File: config.mk
export PLATFORM = sky130hd
export DESIGN_NAME = peer_table_with_oldest_eviction_top
export DESIGN_NICKNAME = d
export VERILOG_FILES = /design/src/rtl/core/ptoe_pkg.sv /design/src/rtl/core/ptoe_ctrl.sv /design/src/rtl/core/ptoe_dpath.sv /design/src/rtl/core/peer_table_with_oldest_eviction_top.sv
export SDC_FILE = /design/constraint.sdc
export NUM_CORES = 2
export LEC_CHECK = 0
export BUFFER_PORTS_ARGS = -buffer_cell sky130_fd_sc_hd__buf_2
export CORE_ASPECT_RATIO = 1.2
export CORE_UTILIZATION = 55
export CTS_CLUSTER_SIZE = 30
export DETAILED_ROUTE_END_ITERATION = 10
export PLACE_DENSITY = 0.71
export SLEW_MARGIN = 10
export SYNTH_ARGS = -nofsm -noshare
export SYNTH_HDL_FRONTEND = slang
export SYNTH_SLANG_ARGS = --single-unit
File: constraint.sdc
create_clock -name i_clk -period 8.9 [get_ports i_clk]
set_clock_uncertainty 0.05 [all_clocks]
set_input_delay 2.225 -clock i_clk [delete_from_list [all_inputs] [get_ports i_clk]]
set_output_delay 2.225 -clock i_clk [all_outputs]
set_load 0.02 [all_outputs]
File: src/rtl/core/ptoe_pkg.sv
// Shared types and constants for the peer table with oldest eviction.
package ptoe_pkg;

    // Field widths
    localparam int NODE_W    = 32;
    localparam int TIME_W    = 32;
    localparam int MASK_W    = 16;
    localparam int EPOCH_W   = 8;
    localparam int SLOT_OUT_W = 4;

    // Default table depth
    localparam int TABLE_SLOTS_DEF = 16;

    // Event kinds
    localparam logic MODE_SEEN   = 1'b0;
    localparam logic MODE_REPORT = 1'b1;

    // Controller states, one-hot
    typedef enum logic [6:0] {
        ST_IDLE   = 7'b0000001,
        ST_CHECK  = 7'b0000010,
        ST_SCAN   = 7'b0000100,
        ST_TAIL   = 7'b0001000,
        ST_PICK   = 7'b0010000,
        ST_UPDATE = 7'b0100000,
        ST_FINISH = 7'b1000000
    } t_state;

    // Commands from controller to datapath
    typedef struct packed {
        logic load;        // capture the input word, reset scan state
        logic res_reject;  // set the pending result to the rejected form
        logic scan_en;     // issue a slot read and advance the scan
        logic pick;        // latch the chosen slot, read its capabilities
        logic update;      // write the slot and form the result
        logic out_load;    // move the pending result into the output register
    } t_cmd;

    // Status from datapath to controller
    typedef struct packed {
        logic reject;      // captured node is zero or our own
        logic scan_last;   // the read being issued is for the last slot
    } t_stat;

    // One capability entry
    typedef struct packed {
        logic [EPOCH_W-1:0] epoch;
        logic [MASK_W-1:0]  exercised;
        logic [MASK_W-1:0]  verified;
        logic [MASK_W-1:0]  declared;
    } t_caps;

endpackage

File: src/rtl/core/ptoe_ctrl.sv
// Controller state machine for the peer table: sequences capture, scan, update and output.
module ptoe_ctrl (
    input  logic            i_clk,
    input  logic            i_rst_n,
    input  logic            i_in_valid,
    output logic            o_in_ready,
    input  logic            i_out_ready,
    output logic            o_out_valid,
    output ptoe_pkg::t_cmd  o_cmd,
    input  ptoe_pkg::t_stat i_stat
);

    ptoe_pkg::t_state r_state;
    ptoe_pkg::t_state n_state;
    logic             r_out_valid;

    // Next state and commands
    always_comb begin
        n_state = r_state;
        o_cmd   = '0;
        case (r_state)
            ptoe_pkg::ST_IDLE: begin
                if (i_in_valid) begin
                    o_cmd.load = 1'b1;
                    n_state    = ptoe_pkg::ST_CHECK;
                end
            end
            ptoe_pkg::ST_CHECK: begin
                if (i_stat.reject) begin
                    o_cmd.res_reject = 1'b1;
                    n_state          = ptoe_pkg::ST_FINISH;
                end else begin
                    n_state = ptoe_pkg::ST_SCAN;
                end
            end
            ptoe_pkg::ST_SCAN: begin
                o_cmd.scan_en = 1'b1;
                if (i_stat.scan_last) begin
                    n_state = ptoe_pkg::ST_TAIL;
                end
            end
            ptoe_pkg::ST_TAIL: begin
                // last slot is compared in this cycle
                n_state = ptoe_pkg::ST_PICK;
            end
            ptoe_pkg::ST_PICK: begin
                o_cmd.pick = 1'b1;
                n_state    = ptoe_pkg::ST_UPDATE;
            end
            ptoe_pkg::ST_UPDATE: begin
                o_cmd.update = 1'b1;
                n_state      = ptoe_pkg::ST_FINISH;
            end
            ptoe_pkg::ST_FINISH: begin
                if (!r_out_valid || i_out_ready) begin
                    o_cmd.out_load = 1'b1;
                    n_state        = ptoe_pkg::ST_IDLE;
                end
            end
            default: begin
                n_state = ptoe_pkg::ST_IDLE;
            end
        endcase
    end

    // State and output valid
    always_ff @(posedge i_clk) begin
        if (!i_rst_n) begin
            r_state     <= ptoe_pkg::ST_IDLE;
            r_out_valid <= 1'b0;
        end else begin
            r_state <= n_state;
            if (o_cmd.out_load) begin
                r_out_valid <= 1'b1;
            end else if (i_out_ready) begin
                r_out_valid <= 1'b0;
            end
        end
    end

    assign o_in_ready  = (r_state == ptoe_pkg::ST_IDLE);
    assign o_out_valid = r_out_valid;

endmodule

File: src/rtl/core/ptoe_dpath.sv
// Datapath for the peer table: slot memories, scan compare, slot choice and result register.
module ptoe_dpath #(
    parameter int TABLE_SLOTS = ptoe_pkg::TABLE_SLOTS_DEF
) (
    input  logic                             i_clk,
    input  logic                             i_rst_n,
    input  logic                             i_cfg_we,
    input  logic [ptoe_pkg::NODE_W-1:0]      i_cfg_wdata,
    input  logic                             i_mode,
    input  logic [ptoe_pkg::NODE_W-1:0]      i_node,
    input  logic [ptoe_pkg::TIME_W-1:0]      i_now_ms,
    input  logic [ptoe_pkg::MASK_W-1:0]      i_declared_mask,
    input  logic [ptoe_pkg::MASK_W-1:0]      i_verified_mask,
    input  logic [ptoe_pkg::MASK_W-1:0]      i_exercised_mask,
    input  logic [ptoe_pkg::EPOCH_W-1:0]     i_report_epoch,
    input  ptoe_pkg::t_cmd                   i_cmd,
    output ptoe_pkg::t_stat                  o_stat,
    output logic                             o_accepted,
    output logic [ptoe_pkg::SLOT_OUT_W-1:0]  o_slot_index,
    output logic                             o_new_peer,
    output logic                             o_caps_changed
);

    localparam int              IdxW    = $clog2(TABLE_SLOTS);
    localparam logic [IdxW-1:0] LastIdx = IdxW'(TABLE_SLOTS - 1);

    // Own identifier
    logic [ptoe_pkg::NODE_W-1:0]  r_own_id;

    // Captured input word
    logic                         r_mode;
    logic [ptoe_pkg::NODE_W-1:0]  r_node;
    logic [ptoe_pkg::TIME_W-1:0]  r_now;
    logic [ptoe_pkg::MASK_W-1:0]  r_dec;
    logic [ptoe_pkg::MASK_W-1:0]  r_ver;
    logic [ptoe_pkg::MASK_W-1:0]  r_exe;
    logic [ptoe_pkg::EPOCH_W-1:0] r_epoch;

    // Scan state
    logic [IdxW-1:0]              r_rd_idx;
    logic [IdxW-1:0]              r_cmp_idx;
    logic                         r_cmp_vld;
    logic                         r_match_found;
    logic [IdxW-1:0]              r_match_idx;
    logic                         r_free_found;
    logic [IdxW-1:0]              r_free_idx;
    logic                         r_best_vld;
    logic [ptoe_pkg::TIME_W-1:0]  r_best_age;
    logic [IdxW-1:0]              r_old_idx;

    // Per-slot flags
    logic [TABLE_SLOTS-1:0]       r_used;
    logic [TABLE_SLOTS-1:0]       r_reported;

    // Slot memories and their read registers
    logic [ptoe_pkg::NODE_W-1:0]  r_node_mem  [TABLE_SLOTS];
    logic [ptoe_pkg::TIME_W-1:0]  r_heard_mem [TABLE_SLOTS];
    ptoe_pkg::t_caps              r_caps_mem  [TABLE_SLOTS];
    logic [ptoe_pkg::NODE_W-1:0]  r_node_q;
    logic [ptoe_pkg::TIME_W-1:0]  r_heard_q;
    ptoe_pkg::t_caps              r_caps_q;

    // Chosen slot and pending result
    logic [IdxW-1:0]              r_slot;
    logic [IdxW-1:0]              n_slot;
    logic                         r_res_acc;
    logic [IdxW-1:0]              r_res_slot;
    logic                         r_res_new;
    logic                         r_res_chg;

    // Output register
    logic                         r_o_acc;
    logic [ptoe_pkg::SLOT_OUT_W-1:0] r_o_slot;
    logic                         r_o_new;
    logic                         r_o_chg;

    logic                         w_cmp_used;
    logic [ptoe_pkg::TIME_W-1:0]  w_age;
    logic                         w_rep_old;
    logic                         w_diff;
    ptoe_pkg::t_caps              w_caps_wr;

    // Compare stage helpers
    assign w_cmp_used = r_used[r_cmp_idx];
    assign w_age      = r_now - r_heard_q;

    // Slot choice: match, else lowest free, else oldest
    always_comb begin
        if (r_match_found) begin
            n_slot = r_match_idx;
        end else if (r_free_found) begin
            n_slot = r_free_idx;
        end else begin
            n_slot = r_old_idx;
        end
    end

    // Update helpers
    assign w_rep_old = r_match_found && r_reported[r_slot];
    assign w_diff    = (r_dec != r_caps_q.declared) || (r_ver != r_caps_q.verified)
                    || (r_exe != r_caps_q.exercised);

    always_comb begin
        w_caps_wr.epoch     = r_epoch;
        w_caps_wr.declared  = r_dec;
        w_caps_wr.verified  = r_ver & r_dec;
        w_caps_wr.exercised = r_exe & r_ver & r_dec;
    end

    // Configuration register
    always_ff @(posedge i_clk) begin
        if (!i_rst_n) begin
            r_own_id <= '0;
        end else if (i_cfg_we) begin
            r_own_id <= i_cfg_wdata;
        end
    end

    // Input capture
    always_ff @(posedge i_clk) begin
        if (i_cmd.load) begin
            r_mode  <= i_mode;
            r_node  <= i_node;
            r_now   <= i_now_ms;
            r_dec   <= i_declared_mask;
            r_ver   <= i_verified_mask;
            r_exe   <= i_exercised_mask;
            r_epoch <= i_report_epoch;
        end
    end

    // Scan control and running match / free / oldest search
    always_ff @(posedge i_clk) begin
        if (!i_rst_n) begin
            r_rd_idx      <= '0;
            r_cmp_idx     <= '0;
            r_cmp_vld     <= 1'b0;
            r_match_found <= 1'b0;
            r_free_found  <= 1'b0;
            r_best_vld    <= 1'b0;
        end else if (i_cmd.load) begin
            r_rd_idx      <= '0;
            r_cmp_vld     <= 1'b0;
            r_match_found <= 1'b0;
            r_free_found  <= 1'b0;
            r_best_vld    <= 1'b0;
        end else begin
            r_cmp_vld <= i_cmd.scan_en;
            if (i_cmd.scan_en) begin
                r_cmp_idx <= r_rd_idx;
                r_rd_idx  <= r_rd_idx + 1'b1;
            end
            if (r_cmp_vld) begin
                if (w_cmp_used && (r_node_q == r_node) && !r_match_found) begin
                    r_match_found <= 1'b1;
                    r_match_idx   <= r_cmp_idx;
                end
                if (!w_cmp_used && !r_free_found) begin
                    r_free_found <= 1'b1;
                    r_free_idx   <= r_cmp_idx;
                end
                // strictly greater keeps the lowest index on ties
                if (w_cmp_used && (!r_best_vld || (w_age > r_best_age))) begin
                    r_best_vld <= 1'b1;
                    r_best_age <= w_age;
                    r_old_idx  <= r_cmp_idx;
                end
            end
        end
    end

    // Node and last-heard memories: scan read, update write
    always_ff @(posedge i_clk) begin
        if (i_cmd.update) begin
            r_node_mem[r_slot]  <= r_node;
            r_heard_mem[r_slot] <= r_now;
        end
        if (i_cmd.scan_en) begin
            r_node_q  <= r_node_mem[r_rd_idx];
            r_heard_q <= r_heard_mem[r_rd_idx];
        end
    end

    // Capability memory: read at the chosen slot, written on a report
    always_ff @(posedge i_clk) begin
        if (i_cmd.update && (r_mode == ptoe_pkg::MODE_REPORT)) begin
            r_caps_mem[r_slot] <= w_caps_wr;
        end
        if (i_cmd.pick) begin
            r_caps_q <= r_caps_mem[n_slot];
        end
    end

    // Chosen slot
    always_ff @(posedge i_clk) begin
        if (i_cmd.pick) begin
            r_slot <= n_slot;
        end
    end

    // Slot flags
    always_ff @(posedge i_clk) begin
        if (!i_rst_n) begin
            r_used     <= '0;
            r_reported <= '0;
        end else if (i_cmd.update) begin
            r_used[r_slot] <= 1'b1;
            if (r_mode == ptoe_pkg::MODE_REPORT) begin
                r_reported[r_slot] <= 1'b1;
            end else if (!r_match_found) begin
                r_reported[r_slot] <= 1'b0;
            end
        end
    end

    // Pending result
    always_ff @(posedge i_clk) begin
        if (i_cmd.res_reject) begin
            r_res_acc  <= 1'b0;
            r_res_slot <= '0;
            r_res_new  <= 1'b0;
            r_res_chg  <= 1'b0;
        end else if (i_cmd.update) begin
            r_res_acc  <= 1'b1;
            r_res_slot <= r_slot;
            if (r_mode == ptoe_pkg::MODE_REPORT) begin
                r_res_new <= !w_rep_old;
                r_res_chg <= w_rep_old && w_diff;
            end else begin
                r_res_new <= !r_match_found;
                r_res_chg <= 1'b0;
            end
        end
    end

    // Output register
    always_ff @(posedge i_clk) begin
        if (i_cmd.out_load) begin
            r_o_acc  <= r_res_acc;
            r_o_slot <= ptoe_pkg::SLOT_OUT_W'(r_res_slot);
            r_o_new  <= r_res_new;
            r_o_chg  <= r_res_chg;
        end
    end

    // Status
    assign o_stat.reject    = (r_node == '0) || (r_node == r_own_id);
    assign o_stat.scan_last = (r_rd_idx == LastIdx);

    assign o_accepted     = r_o_acc;
    assign o_slot_index   = r_o_slot;
    assign o_new_peer     = r_o_new;
    assign o_caps_changed = r_o_chg;

endmodule

File: src/rtl/core/peer_table_with_oldest_eviction_top.sv
// Top level of the neighbour table with oldest-first eviction.
//
// Input channel (i_in_valid / o_in_ready) carries one event word: mode, node,
// time and, for reports, the three capability masks and epoch. Output channel
// (o_out_valid / i_out_ready) returns one result word per event: accepted,
// slot index, new peer and capability change flags. The own node identifier
// is to be written via i_cfg_we / i_cfg_wdata only while idle; not enforced.
//
// Timing: one event at a time. An accepted event is checked, then the slots
// are scanned one per cycle through the node and last-heard memory read port,
// then the chosen slot is picked and updated and the result moves to the output
// register; a rejected node goes straight to that result stage. A new event is
// taken only once the previous one has left the result stage.
// The output register holds a result while the receiver stalls; the block
// still takes and works on the next event, and waits before its result stage
// only while the previous result is still unread.
// Reset clears all slots to unused, clears the own node identifier and empties
// the output register. No clearing pass is needed.
module peer_table_with_oldest_eviction_top #(
    parameter int TABLE_SLOTS = ptoe_pkg::TABLE_SLOTS_DEF
) (
    input  logic                             i_clk,
    input  logic                             i_rst_n,
    input  logic                             i_cfg_we,
    input  logic [ptoe_pkg::NODE_W-1:0]      i_cfg_wdata,
    input  logic                             i_in_valid,
    output logic                             o_in_ready,
    input  logic                             i_mode,
    input  logic [ptoe_pkg::NODE_W-1:0]      i_node,
    input  logic [ptoe_pkg::TIME_W-1:0]      i_now_ms,
    input  logic [ptoe_pkg::MASK_W-1:0]      i_declared_mask,
    input  logic [ptoe_pkg::MASK_W-1:0]      i_verified_mask,
    input  logic [ptoe_pkg::MASK_W-1:0]      i_exercised_mask,
    input  logic [ptoe_pkg::EPOCH_W-1:0]     i_report_epoch,
    output logic                             o_out_valid,
    input  logic                             i_out_ready,
    output logic                             o_accepted,
    output logic [ptoe_pkg::SLOT_OUT_W-1:0]  o_slot_index,
    output logic                             o_new_peer,
    output logic                             o_caps_changed
);

    ptoe_pkg::t_cmd  w_cmd;
    ptoe_pkg::t_stat w_stat;

    // Sequencer
    ptoe_ctrl u_ctrl (
        .i_clk       (i_clk),
        .i_rst_n     (i_rst_n),
        .i_in_valid  (i_in_valid),
        .o_in_ready  (o_in_ready),
        .i_out_ready (i_out_ready),
        .o_out_valid (o_out_valid),
        .o_cmd       (w_cmd),
        .i_stat      (w_stat)
    );

    // Table storage and compare
    ptoe_dpath #(
        .TABLE_SLOTS (TABLE_SLOTS)
    ) u_dpath (
        .i_clk            (i_clk),
        .i_rst_n          (i_rst_n),
        .i_cfg_we         (i_cfg_we),
        .i_cfg_wdata      (i_cfg_wdata),
        .i_mode           (i_mode),
        .i_node           (i_node),
        .i_now_ms         (i_now_ms),
        .i_declared_mask  (i_declared_mask),
        .i_verified_mask  (i_verified_mask),
        .i_exercised_mask (i_exercised_mask),
        .i_report_epoch   (i_report_epoch),
        .i_cmd            (w_cmd),
        .o_stat           (w_stat),
        .o_accepted       (o_accepted),
        .o_slot_index     (o_slot_index),
        .o_new_peer       (o_new_peer),
        .o_caps_changed   (o_caps_changed)
    );

    // One event in flight: after acceptance the input side closes
    a_one_in_flight: assert property (@(posedge i_clk) disable iff (!i_rst_n)
        (i_in_valid && o_in_ready) |=> !o_in_ready)
        else $error("input taken while an event is in progress");

    // A rejected word carries no slot or flags
    a_reject_zero: assert property (@(posedge i_clk) disable iff (!i_rst_n)
        (o_out_valid && !o_accepted) |-> (o_slot_index == '0) && !o_new_peer
                                         && !o_caps_changed)
        else $error("rejected result with non-zero fields");

    // A capability change needs an earlier report from an accepted peer
    a_change_known: assert property (@(posedge i_clk) disable iff (!i_rst_n)
        (o_out_valid && o_caps_changed) |-> (o_accepted && !o_new_peer))
        else $error("capability change flagged on a new or rejected peer");

endmodule
After elaboration in Yosys (flattened, before gate mapping)

Memories as Yosys holds them, arrays and structs flattened. A register that Yosys moved wholly into a read port is not among the register bits.
Cells that the tools add are included.

Flip-flop bits (word level): 267
Bits in writable memories: 1920
Input bits: 158
Output and inout bits: 9
Word-level logic and storage cells: 129
Memories kept: 3

$add $sub $neg: 2
$lt $le $gt $ge: 4
Equality and inequality tests: 17
Multiplexer cells: 32
Bitwise operators: 9
Reduce and logical (&&, ||, !) cells: 31

Memories:

| memory              | depth | width | read ports | clocked after Yosys merged registers in | wr ports | RTL line         | RTL |
|---|---|---|---|---|---|---|---|
| u_dpath.r_caps_mem  | 16    | 56    | 1          | 1                                       | 1        | ptoe_dpath.sv:58 | `ptoe_pkg::t_caps r_caps_mem [TABLE_SLOTS];` |
| u_dpath.r_heard_mem | 16    | 32    | 1          | 1                                       | 1        | ptoe_dpath.sv:57 | `logic [ptoe_pkg::TIME_W-1:0] r_heard_mem [TABLE_SLOTS];` |
| u_dpath.r_node_mem  | 16    | 32    | 1          | 1                                       | 1        | ptoe_dpath.sv:56 | `logic [ptoe_pkg::NODE_W-1:0] r_node_mem [TABLE_SLOTS];` |

Operator list:

| cell                 | count |
|---|---|
| $and A16 B16 Y16     | 4 |
| $eq A32 B32 Y1       | 2 |
| $pmux W7 S7          | 1 |
| $ne A16 B16 Y1       | 3 |
| $gt A32 B32 Y1       | 1 |
| $logic_not A32 Y1    | 1 |
| $mux W16             | 2 |
| $or A16 B16 Y16      | 2 |
| $sub A32 B32 Y32     | 1 |
| $mux W7              | 4 |
| $mux W1              | 20 |
| $not A16 Y16         | 1 |
| $reduce_and A4 Y1    | 3 |
| $lt A4 B5 Y1 const B | 2 |
| $reduce_and A2 Y1    | 5 |
| $bmux W1 S4          | 2 |
| $logic_and A1 B1 Y1  | 8 |
| $mux W4              | 2 |
| $eq A7 B1 Y1 const B | 1 |
| $eq A7 B2 Y1 const B | 1 |
| $eq A7 B3 Y1 const B | 1 |
| $eq A7 B4 Y1 const B | 1 |
| $eq A7 B5 Y1 const B | 1 |
| $eq A7 B6 Y1 const B | 1 |
| 13 further kinds     | 25 |

Longest topological paths before layout

Depth in word-level cells: 8
Depth in mapped cells: 21
Gate-level depth less buffers: 21

Hierarchy

Synthesis repeated with hierarchy kept, for this count alone.

Cell total of the unflattened synthesis: 3871
Area total of the unflattened synthesis: 83761.6 µm²

Modules (own cells, without submodules):

| module     | instances | cells each | area each (µm²) | sequential area each (µm²) |
|---|---|---|---|---|
| ptoe_dpath | 1         | 3820       | 83288.6         | 63881.3 |
| ptoe_ctrl  | 1         | 51         | 473.0           | 160.2 |

Least setup slack after synthesis

OpenSTA, ideal clock, no wires.

Path kind: register to register
Start: reg u_dpath.r_now[0] (netlist name)
End: reg u_dpath.r_best_age[0] (netlist name) (enable)
Setup time: 495 ps
Data arrival time: 6400 ps
Required time: 8355 ps
Slack: 1954 ps
Cell stages (with the launch flop): 19
Buffers on the path: 0
Clock period less this slack: 6946 ps
Path through: edfxtp_1 -> inv_1 -> ha_1 -> inv_1 -> fa_1 -> a21o_1 -> a21oi_1 -> o211ai_1 -> a21oi_1 -> nor2_1 -> a21o_1 -> a21boi_0 -> xnor2_1 -> ha_1 -> and4_1 -> nand4_1 -> nor2_1 -> a21oi_1 -> a311oi_1

Word-level cells in the longest chain between the ends: 5

RTL lines:

| item                               | RTL line          | RTL |
|---|---|---|
| start: declaration                 | ptoe_dpath.sv:33  | `logic [ptoe_pkg::TIME_W-1:0] r_now;` |
| start signal: assignment           | ptoe_dpath.sv:124 | `r_now <= i_now_ms;` |
| $sub A32 B32 Y32                   | ptoe_dpath.sv:85  | `assign w_age = r_now - r_heard_q;` |
| net u_dpath.w_age, one bit         | ptoe_dpath.sv:78  | `logic [ptoe_pkg::TIME_W-1:0] w_age;` |
| $gt A32 B32 Y1                     | ptoe_dpath.sv:163 | `if (w_cmp_used && (!r_best_vld \|\| (w_age > r_best_age))) begin` |
| $logic_or A1 B1 Y1                 | ptoe_dpath.sv:163 |  |
| $logic_and A1 B1 Y1                | ptoe_dpath.sv:163 |  |
| $reduce_and A4 Y1 (no source line) | n/a               |  |
| end signal: assignment             | ptoe_dpath.sv:165 | `r_best_age <= w_age;` |
| end: declaration                   | ptoe_dpath.sv:48  | `logic [ptoe_pkg::TIME_W-1:0] r_best_age;` |

The timed path passes the listed nets, and every way through them passes these cells.
A chain may end at the register's enable or synchronous reset.

Final worst setup path

Start: reg u_dpath.r_now[10] (netlist name)
End: reg u_dpath.r_best_age[27] (netlist name) (enable)

Same word-level chain as after synthesis.

==> flow_metrics.env <==
export IMPL_status="complete, no violations"
export IMPL_min_period_ns=6.28
export IMPL_synth_area_mm2=0.0835
export IMPL_drc=0
export IMPL_critPathKind="register to register"
export IMPL_clock_root_buffer="clkbuf_16"
export IMPL_grt_max_degree=140
export IMPL_clk_pin_slew_ns=0.06
export IMPL_syn_nets=4182
export IMPL_start_util_pct=55.4
export IMPL_postCtsSetupBuffers=0
export IMPL_synth_warnings=0
export IMPL_hold_path_class="register to register"
export IMPL_htreeDepth=4
export IMPL_dr_pass1_iters=5
export IMPL_top_layer_used="met5"
export IMPL_finalWirelength_mm=188
export IMPL_fin_setup_tns_ns=0
export IMPL_cts_num_sinks=2163
export IMPL_core_rowCount=156
export IMPL_grt_pass1_wl_mm=275
export IMPL_hold_depth=0
export IMPL_vias_per_cell=6.28
export IMPL_wl_per_cell_um=29.6
export IMPL_fill_cells=10300
export IMPL_die_w_um=358
export IMPL_critPathLaunchType="register"
export IMPL_slew_viol_final=0
export IMPL_critPathCaptureType="register"
export IMPL_drive_gt1_share_pct=25.2
export IMPL_cts_tree="done"
export IMPL_dr_wl_met3_mm=14.7
export IMPL_fin_util_pct=62.1
export IMPL_grt_pass1_vias=40500
export IMPL_drt_iter0_markers=4433
export IMPL_grt_overflow_total=0
export IMPL_syn_inst=3959
export IMPL_power_leakage_nw=29.8
export IMPL_min_period_over_period_pct=70.6
export IMPL_core_mm2=0.151
export IMPL_wl_met1_mm=75.9
export IMPL_maxCapViolCount=0
export IMPL_critPathRequiredTime_ns=9.32
export IMPL_rrSetupSlack_ns=2.62
export IMPL_reg2reg_depth=17
export IMPL_io_pins=167
export IMPL_rsz0062_at_grt="false"
export IMPL_worstSkewPairLatency_ns=0.84
export IMPL_finalNetCount=4447
export IMPL_ant_nets=0
export IMPL_holdPathEnd="u_dpath.o_accepted"
export IMPL_gp_congestion=0.832
export IMPL_area_delta_synth_final_pct=12.1
export IMPL_cts_buffers_inserted=202
export IMPL_dieHeight_um=429
export IMPL_fmax_mhz=159
export IMPL_power_density_mw_per_mm2=225
export IMPL_synth_seq_cells=2163
export IMPL_worstReg2RegEnd="u_dpath.r_best_age[27]"
export IMPL_async_reset_ff_share_pct=0
export IMPL_cts_resized=0
export IMPL_tightest_slew_ns=1.14
export IMPL_synth_edf_count=2072
export IMPL_hold_viol_final=0
export IMPL_hpwl_mm=95.7
export IMPL_track_usage_pct=25.0
export IMPL_port_buffers=158
export IMPL_slew_headroom_pct=23.9
export IMPL_ys_flop_type="edfxtp_1"
export IMPL_worstHoldStart="u_dpath.r_res_acc"
export IMPL_arrival_ns=6.70
export IMPL_antenna_found_initial=13
export IMPL_r2r_start="u_dpath.r_now[10]"
export IMPL_met2WireLength_mm=93.2
export IMPL_synth_cell_type_count=61
export IMPL_vdd_drop_max_mv=0.209
export IMPL_cp_max_fo=32
export IMPL_route_vias_total=40100
export IMPL_seq_area_frac_synth_pct=76.7
export IMPL_die_area_mm2=0.153
export IMPL_synth_avg_cell_area_um2=21.1
export IMPL_hold_buffers=0
export IMPL_finalSetupViolCount=0
export IMPL_clockBufferDepth=3
[cells by family (layout without fill, tap and decap cells)]
logic type | Yosys count | after routing | share of synthesized area [%]
flip-flops | 2163 | 2163 | 76.7
multiplexers | 564 | 564 | 14.6
AND/OR/NAND/NOR | 532 | 532 | 3.15
buffers and inverters | 254 | 690 | 1.20
AO/OA/AOI/OAI | 237 | 237 | 1.85
XOR/XNOR | 144 | 144 | 1.51
adder cells (fa/ha/maj) | 65 | 65 | 0.983
other | 0 | 4 | 0
[layer usage]
| metal | vias to the layer above | global-route usage (%) |
|---|---|---|
| met5 | - | 0 |
| met4 | 14 | 6.76 |
| met3 | 324 | 4.71 |
| met2 | 1751 | 40.4 |
| met1 | 21200 | 35.2 |
| li1 | 16800 | - |
[power breakdown]
group | total (mW) | internal [mW] | switching, mW
combinational | 0.696 | 0.250 | 0.446
sequential | 11.8 | 11.5 | 0.311
clock | 8.56 | 4.82 | 3.74
total | 21.1 | 16.6 | 4.50
[layout by cell type (no fill, tap or decap), types with 15 or more instances in the layout]
master,n
dfxtp_1,87
a21oi_1,41
nand4_1,32
nand2_1,232
o21ai_0,30
nor2_4,17
inv_1,76
nor2_1,29
buf_4,73
bufinv_16,20
nor2b_1,43
nor4_1,23
edfxtp_1,2072
mux2i_1,42
nor3_2,15
ha_1,64
nand3_1,16
o21a_1,53
a21o_1,23
mux4_2,522
clkinv_1,47
and3_1,66
xnor2_1,105
xor2_1,39
and2_1,21
buf_2,158
clkbuf_16,203
clkinv_2,37
a31oi_1,54
clkbuf_1,36
[registers in the layout, indices dropped and copies added (netlist names), 7 cells and up, named ones only]
signal / flops
u_ctrl.r_state: 7
u_dpath.r_best_age: 32
u_dpath.r_caps_mem: 768
u_dpath.r_caps_q: 48
u_dpath.r_dec: 16
u_dpath.r_exe: 16
u_dpath.r_heard_mem: 512
u_dpath.r_heard_q: 32
u_dpath.r_node: 32
u_dpath.r_node_mem: 512
u_dpath.r_node_q: 32
u_dpath.r_now: 32
u_dpath.r_own_id: 32
u_dpath.r_used: 16
u_dpath.r_ver: 16
[worst max-delay path by stage]
stage,startpoint,end,slack [ns],cells past startpoint
after floorplan,u_dpath.r_now[0],u_dpath.r_best_age[0],1.95,18
after global routing,u_dpath.r_now[10],u_dpath.r_best_age[14],2.48,17
after CTS,u_dpath.r_now[10],u_dpath.r_best_age[29],2.75,17
after global placement,u_dpath.r_now[10],u_dpath.r_best_age[29],2.84,17
final,u_dpath.r_now[10],u_dpath.r_best_age[27],2.62,17
after detailed placement,u_dpath.r_now[10],u_dpath.r_best_age[28],2.79,17
[synthesized netlist by cell type (3+ instances only)]
| master | n | share of area, % |
|---|---|---|
| or3_1 | 6 | 0.045 |
| o211ai_1 | 3 | 0.027 |
| xnor2_1 | 105 | 1.1 |
| and2_1 | 21 | 0.16 |
| nand2_1 | 232 | 1.0 |
| a21boi_0 | 3 | 0.027 |
| or2_2 | 3 | 0.022 |
| nand3_1 | 16 | 0.096 |
| nor3_1 | 22 | 0.13 |
| xor2_1 | 39 | 0.41 |
| mux2i_1 | 42 | 0.50 |
| a31oi_1 | 54 | 0.40 |
| nor2b_1 | 43 | 0.32 |
| a21o_1 | 23 | 0.21 |
| buf_2 | 24 | 0.14 |
| buf_1 | 35 | 0.16 |
| inv_1 | 79 | 0.36 |
| edfxtp_1 | 2072 | 75 |
| o31a_1 | 3 | 0.031 |
| and3_1 | 66 | 0.49 |
| o21ai_0 | 30 | 0.18 |
| dfxtp_1 | 91 | 2.2 |
| nor2_1 | 46 | 0.21 |
| nand4_1 | 32 | 0.24 |
| a21oi_1 | 43 | 0.26 |
| clkbuf_1 | 113 | 0.51 |
| nand2b_1 | 7 | 0.052 |
| ha_1 | 64 | 0.96 |
| o21a_1 | 53 | 0.48 |
| nand3b_1 | 3 | 0.027 |
| o21bai_1 | 4 | 0.036 |
| o22ai_1 | 3 | 0.022 |
| nor4_1 | 23 | 0.17 |
| mux4_2 | 522 | 14 |
[critical path: stages, from the launching register on]
cell,delay (ns)
edfxtp_1,0.63
ha_1,0.51
nand3_1,0.21
a21oi_1,0.36
a2111oi_0,0.14
a21oi_1,0.51
a31oi_1,0.31
o311ai_0,0.63
a21oi_1,0.17
xnor2_1,0.17
ha_1,0.29
and4_1,0.22
nand4_1,0.14
nor2_1,0.29
nand3_1,0.15
o21bai_1,0.22
a311oi_4,0.35
buf_4,0.52
[cell type report]
class | instances | area (um^2) | area share (%)
clock inverters | 131 | 1280 | 1.36
well taps | 1975 | 2470 | 2.64
clock buffers | 244 | 5280 | 5.65
flip-flops and latches | 2163 | 64100 | 68.5
diodes | 4 | 10.0 | 0.0107
inverters | 80 | 309 | 0.330
repair buffers | 235 | 1420 | 1.52
multi-input cells | 1542 | 18700 | 20.0
[through the flow]
stage | cells | instance area, um^2 | worst slack [ns] | hold WS [ns] | power (mW)
finish | 6374 | 93500 | 2.62 | 0.386 | 21.1
global route | 6373 | 93500 | 2.48 | 0.395 | 21.6
global placement | 5995 | 87000 | 2.84 | 0.373 | 12.7
floorplan | 3959 | 83500 | 1.95 | 0.353 | 12.3
CTS | 6370 | 93500 | 2.75 | 0.383 | 21.2
detailed placement | 5995 | 87000 | 2.79 | 0.372 | 12.7
No activity file was read; power rests on OpenSTA's default activity.
